--- src/htw_pkg.sv ---
// Shared constants, types and state codes for the hashed timer wheel.
`default_nettype none
package htw_pkg;

  // Sizes of the timer table and the wheel.
  localparam int TIMERS    = 16;
  localparam int MAX_SLOTS = 4096;

  // Field widths.
  localparam int OP_W      = 2;
  localparam int ID_W      = 5;
  localparam int DATA_W    = 32;
  localparam int KIND_W    = 2;
  localparam int TICK_W    = 16;
  localparam int SCNT_W    = 13;
  localparam int SLOT_W    = 12;
  localparam int CFG_IDX_W = 2;

  // Operation codes.
  localparam logic [OP_W-1:0] OP_SCHEDULE = 2'd0;
  localparam logic [OP_W-1:0] OP_CANCEL   = 2'd1;
  localparam logic [OP_W-1:0] OP_TICK     = 2'd2;

  // Result kinds.
  localparam logic [KIND_W-1:0] KIND_SCHEDULED = 2'd0;
  localparam logic [KIND_W-1:0] KIND_FIRED     = 2'd1;
  localparam logic [KIND_W-1:0] KIND_ERROR     = 2'd2;

  // Configuration register indexes.
  localparam logic [CFG_IDX_W-1:0] CFG_TICK_LENGTH = 2'd0;
  localparam logic [CFG_IDX_W-1:0] CFG_SLOT_COUNT  = 2'd1;
  localparam logic [CFG_IDX_W-1:0] CFG_FIRE_ENABLE = 2'd2;

  // Controller states.
  typedef enum logic [3:0] {
    ST_IDLE,
    ST_REDUCE,
    ST_DISPATCH,
    ST_DIV_TICKS,
    ST_DIV_SLOTS,
    ST_WRITE,
    ST_ERROR,
    ST_SCAN,
    ST_ADVANCE
  } state_t;

  // Data broadcast from the controller to every timer cell.
  typedef struct packed {
    logic [SLOT_W-1:0] cur;
    logic [SLOT_W-1:0] wr_slot;
    logic [DATA_W-1:0] wr_rounds;
    logic [DATA_W-1:0] wr_payload;
  } cell_cmd_t;

endpackage
`default_nettype wire

--- src/htw_div.sv ---
// Restoring divider, one quotient bit per cycle, 32-bit dividend by 16-bit divisor.
`default_nettype none
module htw_div (
  input  logic                      clk,
  input  logic                      rst,
  input  logic                      go,
  input  logic [htw_pkg::DATA_W-1:0] dividend,
  input  logic [htw_pkg::TICK_W-1:0] divisor,
  output logic                      done,
  output logic [htw_pkg::DATA_W-1:0] quotient,
  output logic [htw_pkg::TICK_W-1:0] remainder
);
  import htw_pkg::*;

  localparam int CNT_W = $clog2(DATA_W);

  logic              run;
  logic [CNT_W-1:0]  cnt;
  logic [TICK_W-1:0] div_q;
  logic [TICK_W:0]   trial;
  logic              fits;

  // Shift in the next dividend bit and try the subtraction.
  assign trial = {remainder, quotient[DATA_W-1]};
  assign fits  = trial >= {1'b0, div_q};

  // Sequencing of the iteration.
  always_ff @(posedge clk) begin
    if (rst) begin
      run  <= 1'b0;
      cnt  <= '0;
      done <= 1'b0;
    end else begin
      done <= run && (cnt == CNT_W'(DATA_W - 1));
      if (go) begin
        run <= 1'b1;
        cnt <= '0;
      end else if (run) begin
        cnt <= cnt + 1'b1;
        if (cnt == CNT_W'(DATA_W - 1)) begin
          run <= 1'b0;
        end
      end
    end
  end

  // Quotient and partial remainder.
  always_ff @(posedge clk) begin
    if (go) begin
      quotient  <= dividend;
      remainder <= '0;
      div_q     <= divisor;
    end else if (run) begin
      quotient <= {quotient[DATA_W-2:0], fits};
      if (fits) begin
        remainder <= TICK_W'(trial - {1'b0, div_q});
      end else begin
        remainder <= trial[TICK_W-1:0];
      end
    end
  end

endmodule
`default_nettype wire

--- src/htw_cell.sv ---
// One timer table entry: valid mark, slot, rounds and payload, with scan token stage.
`default_nettype none
module htw_cell (
  input  logic                       clk,
  input  logic                       rst,
  input  htw_pkg::cell_cmd_t         cmd,
  input  logic                       wr_sel,
  input  logic                       cancel_sel,
  input  logic                       tok_in,
  output logic                       tok_out,
  input  logic                       free_in,
  output logic                       free_out,
  output logic                       first_free,
  output logic                       fire,
  output logic [htw_pkg::DATA_W-1:0] payload
);
  import htw_pkg::*;

  logic              valid;
  logic [SLOT_W-1:0] slot;
  logic [DATA_W-1:0] rounds;
  logic              match;

  // Entry is due in the current slot.
  assign match = valid && (slot == cmd.cur);
  assign fire  = match && (rounds == '0);

  // Lowest free entry search ripples along the row.
  assign free_out   = free_in || !valid;
  assign first_free = !free_in && !valid;

  // The scan token moves one cell per cycle.
  always_ff @(posedge clk) begin
    if (rst) begin
      tok_out <= 1'b0;
    end else begin
      tok_out <= tok_in;
    end
  end

  // Valid mark: set by schedule, cleared by cancel or when the timer fires.
  always_ff @(posedge clk) begin
    if (rst) begin
      valid <= 1'b0;
    end else if (wr_sel) begin
      valid <= 1'b1;
    end else if (cancel_sel) begin
      valid <= 1'b0;
    end else if (tok_out && fire) begin
      valid <= 1'b0;
    end
  end

  // Timer contents; a visited entry with rounds left loses one.
  always_ff @(posedge clk) begin
    if (wr_sel) begin
      slot    <= cmd.wr_slot;
      rounds  <= cmd.wr_rounds;
      payload <= cmd.wr_payload;
    end else if (tok_out && match && (rounds != '0)) begin
      rounds <= rounds - 1'b1;
    end
  end

endmodule
`default_nettype wire

--- src/hashed_timer_wheel.sv ---
// Hashed timer wheel: control, configuration, shared divider and a row of timer cells.
// Schedule: two divider passes from accept to its result, plus a reduction pass
//   when the current slot must first be reduced by a smaller slot count.
// Tick: the token walks the cell row one table entry per cycle, plus the
//   same reduction when needed; fired results come out during the walk, at most one per cycle.
// Cancel completes at its accept edge. Reset clears all timers, the current slot and
//   loads the register defaults. Results cannot be stalled by the receiver.
`default_nettype none
module hashed_timer_wheel (
  input  logic                          clk,
  input  logic                          rst,
  input  logic                          start,
  output logic                          busy,
  input  logic [htw_pkg::OP_W-1:0]      op,
  input  logic [htw_pkg::ID_W-1:0]      timer_id,
  input  logic [htw_pkg::DATA_W-1:0]    timeout_ms,
  input  logic [htw_pkg::DATA_W-1:0]    user_payload,
  input  logic                          cfg_write,
  input  logic [htw_pkg::CFG_IDX_W-1:0] cfg_index,
  input  logic [htw_pkg::TICK_W-1:0]    cfg_data,
  output logic                          result_strobe,
  output logic [htw_pkg::KIND_W-1:0]    kind,
  output logic [htw_pkg::ID_W-1:0]      out_id,
  output logic [htw_pkg::DATA_W-1:0]    out_payload,
  output logic                          last
);
  import htw_pkg::*;

  // Configuration registers.
  logic [TICK_W-1:0] tick_length_ms;
  logic [SCNT_W-1:0] slot_count;
  logic              fire_enable;

  // Controller state and transaction registers.
  state_t            state, state_next;
  logic [OP_W-1:0]   op_q;
  logic [ID_W-1:0]   id_q;
  logic [DATA_W-1:0] delay_q;
  logic [DATA_W-1:0] payload_q;
  logic [SLOT_W-1:0] current_slot;
  logic [SLOT_W-1:0] cur;
  logic [DATA_W-1:0] rounds_q;
  logic [SLOT_W-1:0] slot_q;

  // Effective configuration.
  logic [SCNT_W-1:0] slots_eff;
  logic [TICK_W-1:0] tl_eff;

  // Divider connections.
  logic              div_go;
  logic [DATA_W-1:0] div_dividend;
  logic [TICK_W-1:0] div_divisor;
  logic              div_done;
  logic [DATA_W-1:0] div_quo;
  logic [TICK_W-1:0] div_rem;

  // Cell row connections.
  cell_cmd_t         cmd;
  logic [TIMERS-1:0] wr_sel;
  logic [TIMERS-1:0] cancel_sel;
  logic [TIMERS:0]   tok_chain;
  logic [TIMERS:0]   free_chain;
  logic [TIMERS-1:0] tok;
  logic [TIMERS-1:0] first_free;
  logic [TIMERS-1:0] fire;
  logic [DATA_W-1:0] cell_payload [TIMERS];

  // Derived control.
  logic              accept;
  logic              table_full;
  logic [ID_W-1:0]   alloc_id;
  logic              sched_err;
  logic              need_reduce;
  logic [DATA_W-1:0] ticks;
  logic [SCNT_W-1:0] slot_sum;
  logic [SCNT_W-1:0] slot_new;
  logic [SCNT_W-1:0] cur_inc;
  logic [TIMERS-1:0] later_mask;
  logic              scan_hit;
  logic              scan_last;
  logic [ID_W-1:0]   scan_id;
  logic [DATA_W-1:0] scan_payload;

  // Emitted result, registered onto the ports.
  logic              emit;
  logic [KIND_W-1:0] emit_kind;
  logic [ID_W-1:0]   emit_id;
  logic [DATA_W-1:0] emit_payload;
  logic              emit_last;

  assign busy   = (state != ST_IDLE);
  assign accept = start && !busy;

  // Zero slot count acts as one, anything above the wheel size as the wheel size.
  always_comb begin
    if (slot_count == '0) begin
      slots_eff = SCNT_W'(1);
    end else if (slot_count > SCNT_W'(MAX_SLOTS)) begin
      slots_eff = SCNT_W'(MAX_SLOTS);
    end else begin
      slots_eff = slot_count;
    end
    tl_eff = (tick_length_ms == '0) ? TICK_W'(1) : tick_length_ms;
  end

  // Configuration writes.
  always_ff @(posedge clk) begin
    if (rst) begin
      tick_length_ms <= TICK_W'(1);
      slot_count     <= SCNT_W'(512);
      fire_enable    <= 1'b1;
    end else if (cfg_write) begin
      case (cfg_index)
        CFG_TICK_LENGTH: tick_length_ms <= cfg_data;
        CFG_SLOT_COUNT:  slot_count     <= cfg_data[SCNT_W-1:0];
        CFG_FIRE_ENABLE: fire_enable    <= cfg_data[0];
        default:         ;
      endcase
    end
  end

  // Allocation: id of the lowest free entry.
  always_comb begin
    alloc_id = '0;
    for (int i = 0; i < TIMERS; i++) begin
      if (first_free[i]) begin
        alloc_id = alloc_id | ID_W'(i + 1);
      end
    end
  end
  assign table_full  = !free_chain[TIMERS];
  assign sched_err   = (timer_id == '0) ? table_full : (timer_id > ID_W'(TIMERS));
  assign need_reduce = {1'b0, current_slot} >= slots_eff;

  // Tick count rounds up and is at least one.
  always_comb begin
    ticks = div_quo + DATA_W'(div_rem != '0);
    if (ticks == '0) begin
      ticks = DATA_W'(1);
    end
  end

  // New slot is the current slot plus the offset, wrapped once.
  assign slot_sum = {1'b0, cur} + div_rem[SCNT_W-1:0];
  assign slot_new = (slot_sum >= slots_eff) ? (slot_sum - slots_eff) : slot_sum;
  assign cur_inc  = {1'b0, cur} + SCNT_W'(1);

  // Divider operand selection.
  always_comb begin
    div_go       = 1'b0;
    div_dividend = delay_q;
    div_divisor  = tl_eff;
    case (state)
      ST_IDLE: begin
        div_go       = accept && need_reduce &&
                       ((op == OP_TICK) || ((op == OP_SCHEDULE) && !sched_err));
        div_dividend = DATA_W'(current_slot);
        div_divisor  = TICK_W'(slots_eff);
      end
      ST_DISPATCH: begin
        div_go = (op_q == OP_SCHEDULE);
      end
      ST_DIV_TICKS: begin
        div_go       = div_done;
        div_dividend = ticks;
        div_divisor  = TICK_W'(slots_eff);
      end
      default: ;
    endcase
  end

  htw_div u_div (
    .clk       (clk),
    .rst       (rst),
    .go        (div_go),
    .dividend  (div_dividend),
    .divisor   (div_divisor),
    .done      (div_done),
    .quotient  (div_quo),
    .remainder (div_rem)
  );

  // Next state.
  always_comb begin
    state_next = state;
    case (state)
      ST_IDLE: begin
        if (accept && (op == OP_SCHEDULE) && sched_err) begin
          state_next = ST_ERROR;
        end else if (accept && ((op == OP_SCHEDULE) || (op == OP_TICK))) begin
          state_next = need_reduce ? ST_REDUCE : ST_DISPATCH;
        end
      end
      ST_REDUCE:    if (div_done) state_next = ST_DISPATCH;
      ST_DISPATCH:  state_next = (op_q == OP_TICK) ? ST_SCAN : ST_DIV_TICKS;
      ST_DIV_TICKS: if (div_done) state_next = ST_DIV_SLOTS;
      ST_DIV_SLOTS: if (div_done) state_next = ST_WRITE;
      ST_WRITE:     state_next = ST_IDLE;
      ST_ERROR:     state_next = ST_IDLE;
      ST_SCAN:      if (tok[TIMERS-1]) state_next = ST_ADVANCE;
      ST_ADVANCE:   state_next = ST_IDLE;
      default:      state_next = ST_IDLE;
    endcase
  end

  always_ff @(posedge clk) begin
    if (rst) begin
      state <= ST_IDLE;
    end else begin
      state <= state_next;
    end
  end

  // Transaction registers and the wheel position.
  always_ff @(posedge clk) begin
    if (rst) begin
      current_slot <= '0;
    end else if (state == ST_ADVANCE) begin
      current_slot <= (cur_inc == slots_eff) ? '0 : cur_inc[SLOT_W-1:0];
    end
  end

  always_ff @(posedge clk) begin
    if (accept) begin
      op_q      <= op;
      id_q      <= (timer_id == '0) ? alloc_id : timer_id;
      delay_q   <= timeout_ms;
      payload_q <= user_payload;
      cur       <= current_slot;
    end else if ((state == ST_REDUCE) && div_done) begin
      cur <= div_rem[SLOT_W-1:0];
    end
    if ((state == ST_DIV_SLOTS) && div_done) begin
      rounds_q <= div_quo;
      slot_q   <= slot_new[SLOT_W-1:0];
    end
  end

  // Cell selects and broadcast data.
  always_comb begin
    for (int i = 0; i < TIMERS; i++) begin
      wr_sel[i]     = (state == ST_WRITE) && (id_q == ID_W'(i + 1));
      cancel_sel[i] = accept && (op == OP_CANCEL) && (timer_id == ID_W'(i + 1));
    end
    cmd.cur        = cur;
    cmd.wr_slot    = slot_q;
    cmd.wr_rounds  = rounds_q;
    cmd.wr_payload = payload_q;
  end

  assign tok_chain[0]  = (state == ST_DISPATCH) && (op_q == OP_TICK);
  assign free_chain[0] = 1'b0;
  assign tok           = tok_chain[TIMERS:1];

  // Row of timer cells.
  for (genvar g = 0; g < TIMERS; g++) begin : g_cell
    htw_cell u_cell (
      .clk        (clk),
      .rst        (rst),
      .cmd        (cmd),
      .wr_sel     (wr_sel[g]),
      .cancel_sel (cancel_sel[g]),
      .tok_in     (tok_chain[g]),
      .tok_out    (tok_chain[g+1]),
      .free_in    (free_chain[g]),
      .free_out   (free_chain[g+1]),
      .first_free (first_free[g]),
      .fire       (fire[g]),
      .payload    (cell_payload[g])
    );
  end

  // Firing during the scan; last when no later cell fires.
  always_comb begin
    scan_id      = '0;
    scan_payload = '0;
    for (int i = 0; i < TIMERS; i++) begin
      if (tok[i]) begin
        scan_id      = scan_id | ID_W'(i + 1);
        scan_payload = scan_payload | cell_payload[i];
      end
    end
  end
  assign later_mask = ~(tok | (tok - 1'b1));
  assign scan_hit   = (|(tok & fire)) && fire_enable;
  assign scan_last  = !(|(fire & later_mask));

  // Result selection.
  always_comb begin
    emit         = 1'b0;
    emit_kind    = KIND_SCHEDULED;
    emit_id      = '0;
    emit_payload = '0;
    emit_last    = 1'b0;
    case (state)
      ST_WRITE: begin
        emit      = 1'b1;
        emit_id   = id_q;
        emit_last = 1'b1;
      end
      ST_ERROR: begin
        emit      = 1'b1;
        emit_kind = KIND_ERROR;
        emit_last = 1'b1;
      end
      ST_SCAN: begin
        emit         = scan_hit;
        emit_kind    = KIND_FIRED;
        emit_id      = scan_id;
        emit_payload = scan_payload;
        emit_last    = scan_last;
      end
      default: ;
    endcase
  end

  // Result output registers.
  always_ff @(posedge clk) begin
    if (rst) begin
      result_strobe <= 1'b0;
    end else begin
      result_strobe <= emit;
    end
    kind        <= emit_kind;
    out_id      <= emit_id;
    out_payload <= emit_payload;
    last        <= emit_last;
  end

  // A result only follows a cycle of work.
  a_result_after_busy: assert property (@(posedge clk) disable iff (rst)
    result_strobe |-> $past(busy))
    else $error("result without transaction in progress");

  // At most one cell holds the scan token.
  a_token_onehot: assert property (@(posedge clk) disable iff (rst)
    $onehot0(tok))
    else $error("scan token duplicated");

  // An accepted tick keeps the block busy.
  a_tick_busy: assert property (@(posedge clk) disable iff (rst)
    (start && !busy && (op == OP_TICK)) |=> busy)
    else $error("tick accepted without starting a scan");

  // An error result carries no id and ends the transaction.
  a_error_form: assert property (@(posedge clk) disable iff (rst)
    (result_strobe && (kind == KIND_ERROR)) |-> ((out_id == '0) && last))
    else $error("malformed error result");

endmodule
`default_nettype wire

--- config.mk ---
export PLATFORM = sky130hd
export DESIGN_NAME = hashed_timer_wheel
export DESIGN_NICKNAME = d
export VERILOG_FILES = /design/src/htw_pkg.sv /design/src/htw_div.sv /design/src/htw_cell.sv /design/src/hashed_timer_wheel.sv
export SDC_FILE = /design/constraint.sdc
export NUM_CORES = 2
export LEC_CHECK = 0
export CORE_UTILIZATION = 30
export CTS_BUF_LIST = sky130_fd_sc_hd__clkbuf_16
export DETAILED_ROUTE_END_ITERATION = 8
export DONT_BUFFER_PORTS = 1
export HOLD_SLACK_MARGIN = 0.15
export PLACE_DENSITY = 0.42
export SKIP_LAST_GASP = 1
export SYNTH_ARGS = -nofsm -noshare
export SYNTH_HDL_FRONTEND = slang
export SYNTH_SLANG_ARGS = --single-unit
--- constraint.sdc ---
create_clock -name clk -period 4.8 [get_ports clk]
set_clock_uncertainty 0.1 [all_clocks]
set_input_delay 0.96 -clock clk [delete_from_list [all_inputs] [get_ports clk]]
set_output_delay 0.96 -clock clk [all_outputs]
set_load 0.05 [all_outputs]
# Yosys cells after proc, flatten, opt, wreduce, memory -nomap -nowiden
# Index checks and enable logic that the tools add are counted.
[op_classes]
magnitude_cmp = 5
addsub = 23
eq_ne = 68
reduce_logical = 277
mux = 160
bitwise_logic = 19
[ops]
columns = ["cell", "count"]
rows = [
  ["32-bit 2-to-1 mux", 51],
  ["32-bit zero test", 17],
  ["32-bit nonzero test", 16],
  ["32-bit by 1-bit subtractor with 32-bit output (second input constant)", 16],
  ["32-bit OR", 15],
  ["12-bit == test", 16],
  ["1-bit logical AND", 140],
  ["4-bit 2-to-1 mux", 22],
  ["5-bit by 4-bit == test with 1-bit output (second input constant)", 16],
  ["32-bit case mux with 2 select lines", 1],
  ["1-bit 2-to-1 mux", 54],
  ["13-bit 2-to-1 mux", 4],
  ["12-bit 2-to-1 mux", 4],
  ["3-bit nonzero test", 16],
  ["5-bit by 3-bit == test with 1-bit output (second input constant)", 8],
  ["2-bit nonzero test", 18],
  ["1-bit zero test", 34],
  ["32-bit by 1-bit adder with 32-bit output", 1],
  ["16-bit AND", 2],
  ["16-bit OR reduction", 2],
  ["3-bit 2-to-1 mux", 9],
  ["4-bit case mux with 6 select lines", 1],
  ["5-bit by 2-bit == test with 1-bit output (second input constant)", 4],
  ["17-bit by 16-bit >= comparator with 1-bit output", 1],
  ["42 further kinds", 84],
]
[word_totals]
input_bits = 93
ff_bits = 1533
out_inout_bits = 42
word_cells = 656

# Longest topological paths before layout
[depth]
word_depth = 31
depth_mapped = 16
ltp_nobuf = 16

# By module
# Synthesis repeated with hierarchy kept, for this count alone.
[unflattened]
cells_unflattened = 6557
area_unflattened_um2 = 75512.4
[by_module_without_submodules]
columns = ["mod", "cells_per_inst", "seq_area_each_um2", "area_each_um2", "instances"]
rows = [
  ["htw_cell at g_cell[12].u_cell ...", 297, 2322.2, 3617.2, 13],
  ["hashed_timer_wheel", 1468, 5555.3, 13760.7, 1],
  ["htw_cell at g_cell[0].u_cell ...", 300, 2322.2, 3652.3, 3],
  ["htw_div", 328, 1901.8, 3771.1, 1],
]

# Worst setup path before layout
# OpenSTA, ideal clock, no wires.
[synth_timing]
path_type = "reg2reg"
startpoint = "register cur[5]"
endpoint = "register g_cell[8].u_cell.rounds[0], enable pin"
period_less_slack_ps = 5003
required_time_ps = 4234
slack_ps = -203
t_arrival_ps = 4437
path_buffers = 3
path_stages_with_launch = 10
setup_time_ps = 466
cell_sequence = "edfxtp_1 -> clkbuf_1 -> buf_1 -> buf_1 -> xor2_1 -> nor4_1 -> nand3_1 -> nor3_1 -> nand2_1 -> o21ai_0"
[synth_between]
elab_chain_cells = 5
[synth_lines]
columns = ["element", "line_no", "rtl"]
rows = [
  ["start: declaration", "hashed_timer_wheel.sv:41", "logic [SLOT_W-1:0] cur;"],
  ["start signal: assignment", "hashed_timer_wheel.sv:229", "cur <= current_slot;"],
  ["start signal: assignment", "hashed_timer_wheel.sv:231", "cur <= div_rem[SLOT_W-1:0];"],
  ["12-bit == test", "htw_cell.sv:25", "assign match = valid && (slot == cmd.cur);"],
  ["1-bit logical AND", "htw_cell.sv:25", ""],
  ["1-bit logical AND (2 in a row)", "htw_cell.sv:60", "end else if (tok_out && match && (rounds != '0)) begin"],
  ["2-bit nonzero test (no source line)", "--", ""],
  ["end signal: assignment", "htw_cell.sv:58", "rounds <= cmd.wr_rounds;"],
  ["end signal: assignment", "htw_cell.sv:61", "rounds <= rounds - 1'b1;"],
  ["end: declaration", "htw_cell.sv:21", "logic [DATA_W-1:0] rounds;"],
]
# No other way between the ends.
# A chain may end at the register's enable or synchronous reset.

# Worst setup path after layout
[layout_timing]
startpoint = "register cur[0]"
endpoint = "register slot_q[5] (data pin)"
[layout_between]
elab_chain_cells = 3
word_cells_on_any_way = 4
cone_classes = "add/sub (2); order compare (1); mux (1)"
[layout_lines]
columns = ["element", "line_no", "rtl"]
rows = [
  ["12-bit by 13-bit adder with 13-bit output (*)", "hashed_timer_wheel.sv:144", "assign slot_sum = {1'b0, cur} + div_rem[SCNT_W-1:0];"],
  ["12-bit subtractor or 13-bit >= comparator (tied branches)", "hashed_timer_wheel.sv:145", "assign slot_new = (slot_sum >= slots_eff) ? (slot_sum - slots_eff) : slot_sum;"],
  ["12-bit 2-to-1 mux (*)", "hashed_timer_wheel.sv:145", ""],
  ["net slot_new[5]", "hashed_timer_wheel.sv:76", "logic [SCNT_W-1:0] slot_new;"],
  ["end signal: assignment", "hashed_timer_wheel.sv:235", "slot_q <= slot_new[SLOT_W-1:0];"],
  ["end: declaration", "hashed_timer_wheel.sv:43", "logic [SLOT_W-1:0] slot_q;"],
]
# Mark *: on every way through the listed nets, which the timed path passes. The rest lies on a longest branch.

==> results.sh <==
export IMPL_status="complete, no violations"
export IMPL_switchingPower_uw=10400
export IMPL_grt_overflow_total=0
export IMPL_numPortBuffers=0
export IMPL_grtUsageTotal_pct=19.7
export IMPL_finalHoldViolations=0
export IMPL_setup_tns_ns=0
export IMPL_tightestPinTransition_ns=1.39
export IMPL_grt_pass1_wl_um=343000
export IMPL_fin_nets=6312
export IMPL_post_route_min_period_ns=4.29
export IMPL_drv_cap=0
export IMPL_synth_edff_count=1391
export IMPL_netSwitchingFraction_pct=28.9
export IMPL_ctsResizeCount=0
export IMPL_grt_pass1_vias=47600
export IMPL_ys_flop_type="edfxtp_1"
export IMPL_seq_power_share_pct=45.1
export IMPL_worstSkewPairLatency_ns=0.85
export IMPL_synth_distinct_cells=93
export IMPL_clock_sinks=1533
export IMPL_finalWorstSetupSlack_ns=0.514
export IMPL_p_per_area_nw_per_um2=439
export IMPL_numCtsBuffers=179
export IMPL_pwr_share_comb_pct=17.6
export IMPL_p_clk_share_pct=37.3
export IMPL_die_w_um=489
export IMPL_rows=178
export IMPL_first_pass_iters=6
export IMPL_slew_headroom_pct=7.18
export IMPL_synth_area_um2=71200
export IMPL_initialDrtViolationCount=4020
export IMPL_synth_seq_area_share_pct=62.6
export IMPL_synthArstFlopShare_pct=0
export IMPL_synth_net_count=6217
export IMPL_drc=0
export IMPL_cp_required_ns=5.28
export IMPL_crit_arrival_ns=4.77
export IMPL_endpoint_kind="flip-flop"
export IMPL_clk_pin_slew_worst_paths_ns=0.06
export IMPL_vias=48300
export IMPL_die_area_um2=239000
export IMPL_worstSetupStartpointType="flip-flop"
export IMPL_routedWlPerCell_um=25.1
export IMPL_yosysWarningCount=0
export IMPL_p_leak_uw=0.0256
export IMPL_htree_num_levels=4
export IMPL_gp_congestion=0.834
export IMPL_place_ws_ns=0.541
export IMPL_worst_path_max_fanout=12
export IMPL_setup_violations_final=0
export IMPL_grt_max_degree=110
export IMPL_io_pins=135
export IMPL_layout_drive_gt1_share_pct=8.89
export IMPL_path_class="flip-flop to flip-flop"
export IMPL_clk_path_buf_depth=3
export IMPL_viasPerCell=5.11
export IMPL_antenna_found_initial=8
export IMPL_die_height_um=489
export IMPL_rsz0062_at_grt="no"
export IMPL_ant_nets=0
export IMPL_syn_area_per_cell_um2=11.8
export IMPL_ys_ff_latch=1533
export IMPL_place_hpwl_um=138000
export IMPL_synthCells=6047
export IMPL_cts_root_buf="clkbuf_16"
export IMPL_fin_crit_sh_pct=89.3
export IMPL_peakVddDrop_mv=0.424
export IMPL_area_growth_pct=15.4
export IMPL_cts_tree="built"
export IMPL_max_freq_mhz=233
export IMPL_hp_class="input pin to flip-flop"
export IMPL_wl_um=237000
export IMPL_start_util_pct=30.2
export IMPL_p_int_uw=25700
export IMPL_coreArea_um2=236000
export IMPL_drv_slew=0
logic make-up (layout without fill, tap and decap cells):
kind of cell	Yosys count	after routing	synth area share, %
AOI/OAI and AO/OA	1174	1174	10.4
other	0	7	0
xor gates and xnor gates	716	716	8.83
and+or+nand+nor	2051	2051	13.7
DFF	1533	1533	62.6
adders and majority gates	77	77	1.38
buffers and inverters	456	709	2.43
muxes	40	40	0.603
repair_timing:
item / 4_1_cts / 5_1_grt
setup buffers: 0 / 0
endpoints found under the hold margin: 141 / 0
hold buffers: 86 / 0
synthesized netlist by cell type (all sizes together) (67+ instances only):
cell	count	area, µm²
a221oi	108	946
inv	105	394
nand2	513	1930
clkbuf	257	965
edfxtp	1391	41800
o21ai	243	1220
ha	74	926
a21oi	422	2110
xor2	201	1760
xnor2	514	4500
nor2	711	2680
nor4	128	887
nand4	67	419
nand3	98	490
buf	86	339
a22o	98	858
or3	87	564
a31oi	84	526
dfxtp	142	2840
nor3	196	991
path summary, 6_finish.rpt:
path	from	cells after the start	end	slack, ns
worst max-delay path	cur[0]	16	slot_q[5]	0.51
worst min-delay path	timer_id[3]	1	id_q[3]	0.24
worst max register to register	cur[0]	16	slot_q[5]	0.51
worst min register to register	u_div.quotient[31]	0	rounds_q[31]	0.35
per-stage QoR:
step	hold WS [ns]	cells	power, µW	area (µm²)	util [%]
final	0.243	9457	36100	82200	34.9
after global routing	0.191	9451	37700	82200	34.9
after CTS	0.157	9450	36500	82200	34.9
after detailed placement	0.340	9025	22800	75500	32.0
after global placement	0.341	9025	22800	75500	32.0
after floorplan	0.324	6047	20900	71200	-
layer usage:
| metal | up-vias | wire length (µm) | GRT usage (%) |
|---|---|---|---|
| li1 | 22600 | - | - |
| met1 | 24300 | 109000 | 27.0 |
| met2 | 1109 | 112000 | 32.6 |
| met3 | 288 | 9860 | 2.52 |
| met4 | 0 | 5690 | 5.26 |
| met5 | - | 0 | 0 |
layout by cell type, fill, tap and decap left out, drive strengths merged, types with 142 or more instances in the layout:
cell type,count
nand2,513
a21oi,422
xor2,201
xnor2,514
o21ai,243
edfxtp,1391
dfxtp,142
buf,172
clkbuf,181
nor3,196
nor2,711
inv,160
final cells by class:
type,count,area (µm²)
fill,23300,153000
sequential,1533,44600
multi-input combinational,4058,25000
clock buffer,181,4530
tap,3150,3940
timing repair buffer,257,2350
clock inverter,158,1250
inverter,113,443
antenna,7,17.5
sequential cells by signal, indices dropped and copies added, names as in the netlist, 13 cells and up:
name                   count
out_payload               32
g_cell.u_cell.valid       16
u_div.remainder           16
delay_q                   32
g_cell.u_cell.tok_out     16
rounds_q                  32
payload_q                 32
u_div.quotient            32
slot_count                13
u_div.div_q               16
g_cell.u_cell.rounds     512
g_cell.u_cell.payload    512
tick_length_ms            16
g_cell.u_cell.slot       192
power groups by stage:
| stage | clock (µW) | sequential, µW | combinational [µW] |
|---|---|---|---|
| 6_report | 13500 | 16300 | 6370 |
| 3_3_place_gp | 0 | 16500 | 6290 |
| 2_1_floorplan | 0 | 16100 | 4730 |
| 5_1_grt | 14300 | 16400 | 7040 |
| 4_1_cts | 13800 | 16300 | 6380 |
| 3_5_place_dp | 0 | 16500 | 6260 |
critical path, cell delays in order, from the launching register on:
cell	delay, ns
edfxtp_1	0.39
ha_1	0.24
fa_1	0.41
a21o_1	0.17
a21o_1	0.19
a21oi_1	0.20
o21ai_0	0.17
a21oi_1	0.21
xnor2_1	0.19
ha_1	0.34
inv_1	0.10
a2111o_1	0.10
nand3_1	0.11
o41ai_1	0.48
a21oi_1	0.13
buf_4	0.22
mux2_2	0.28
(Power assumes the default switching activity.)
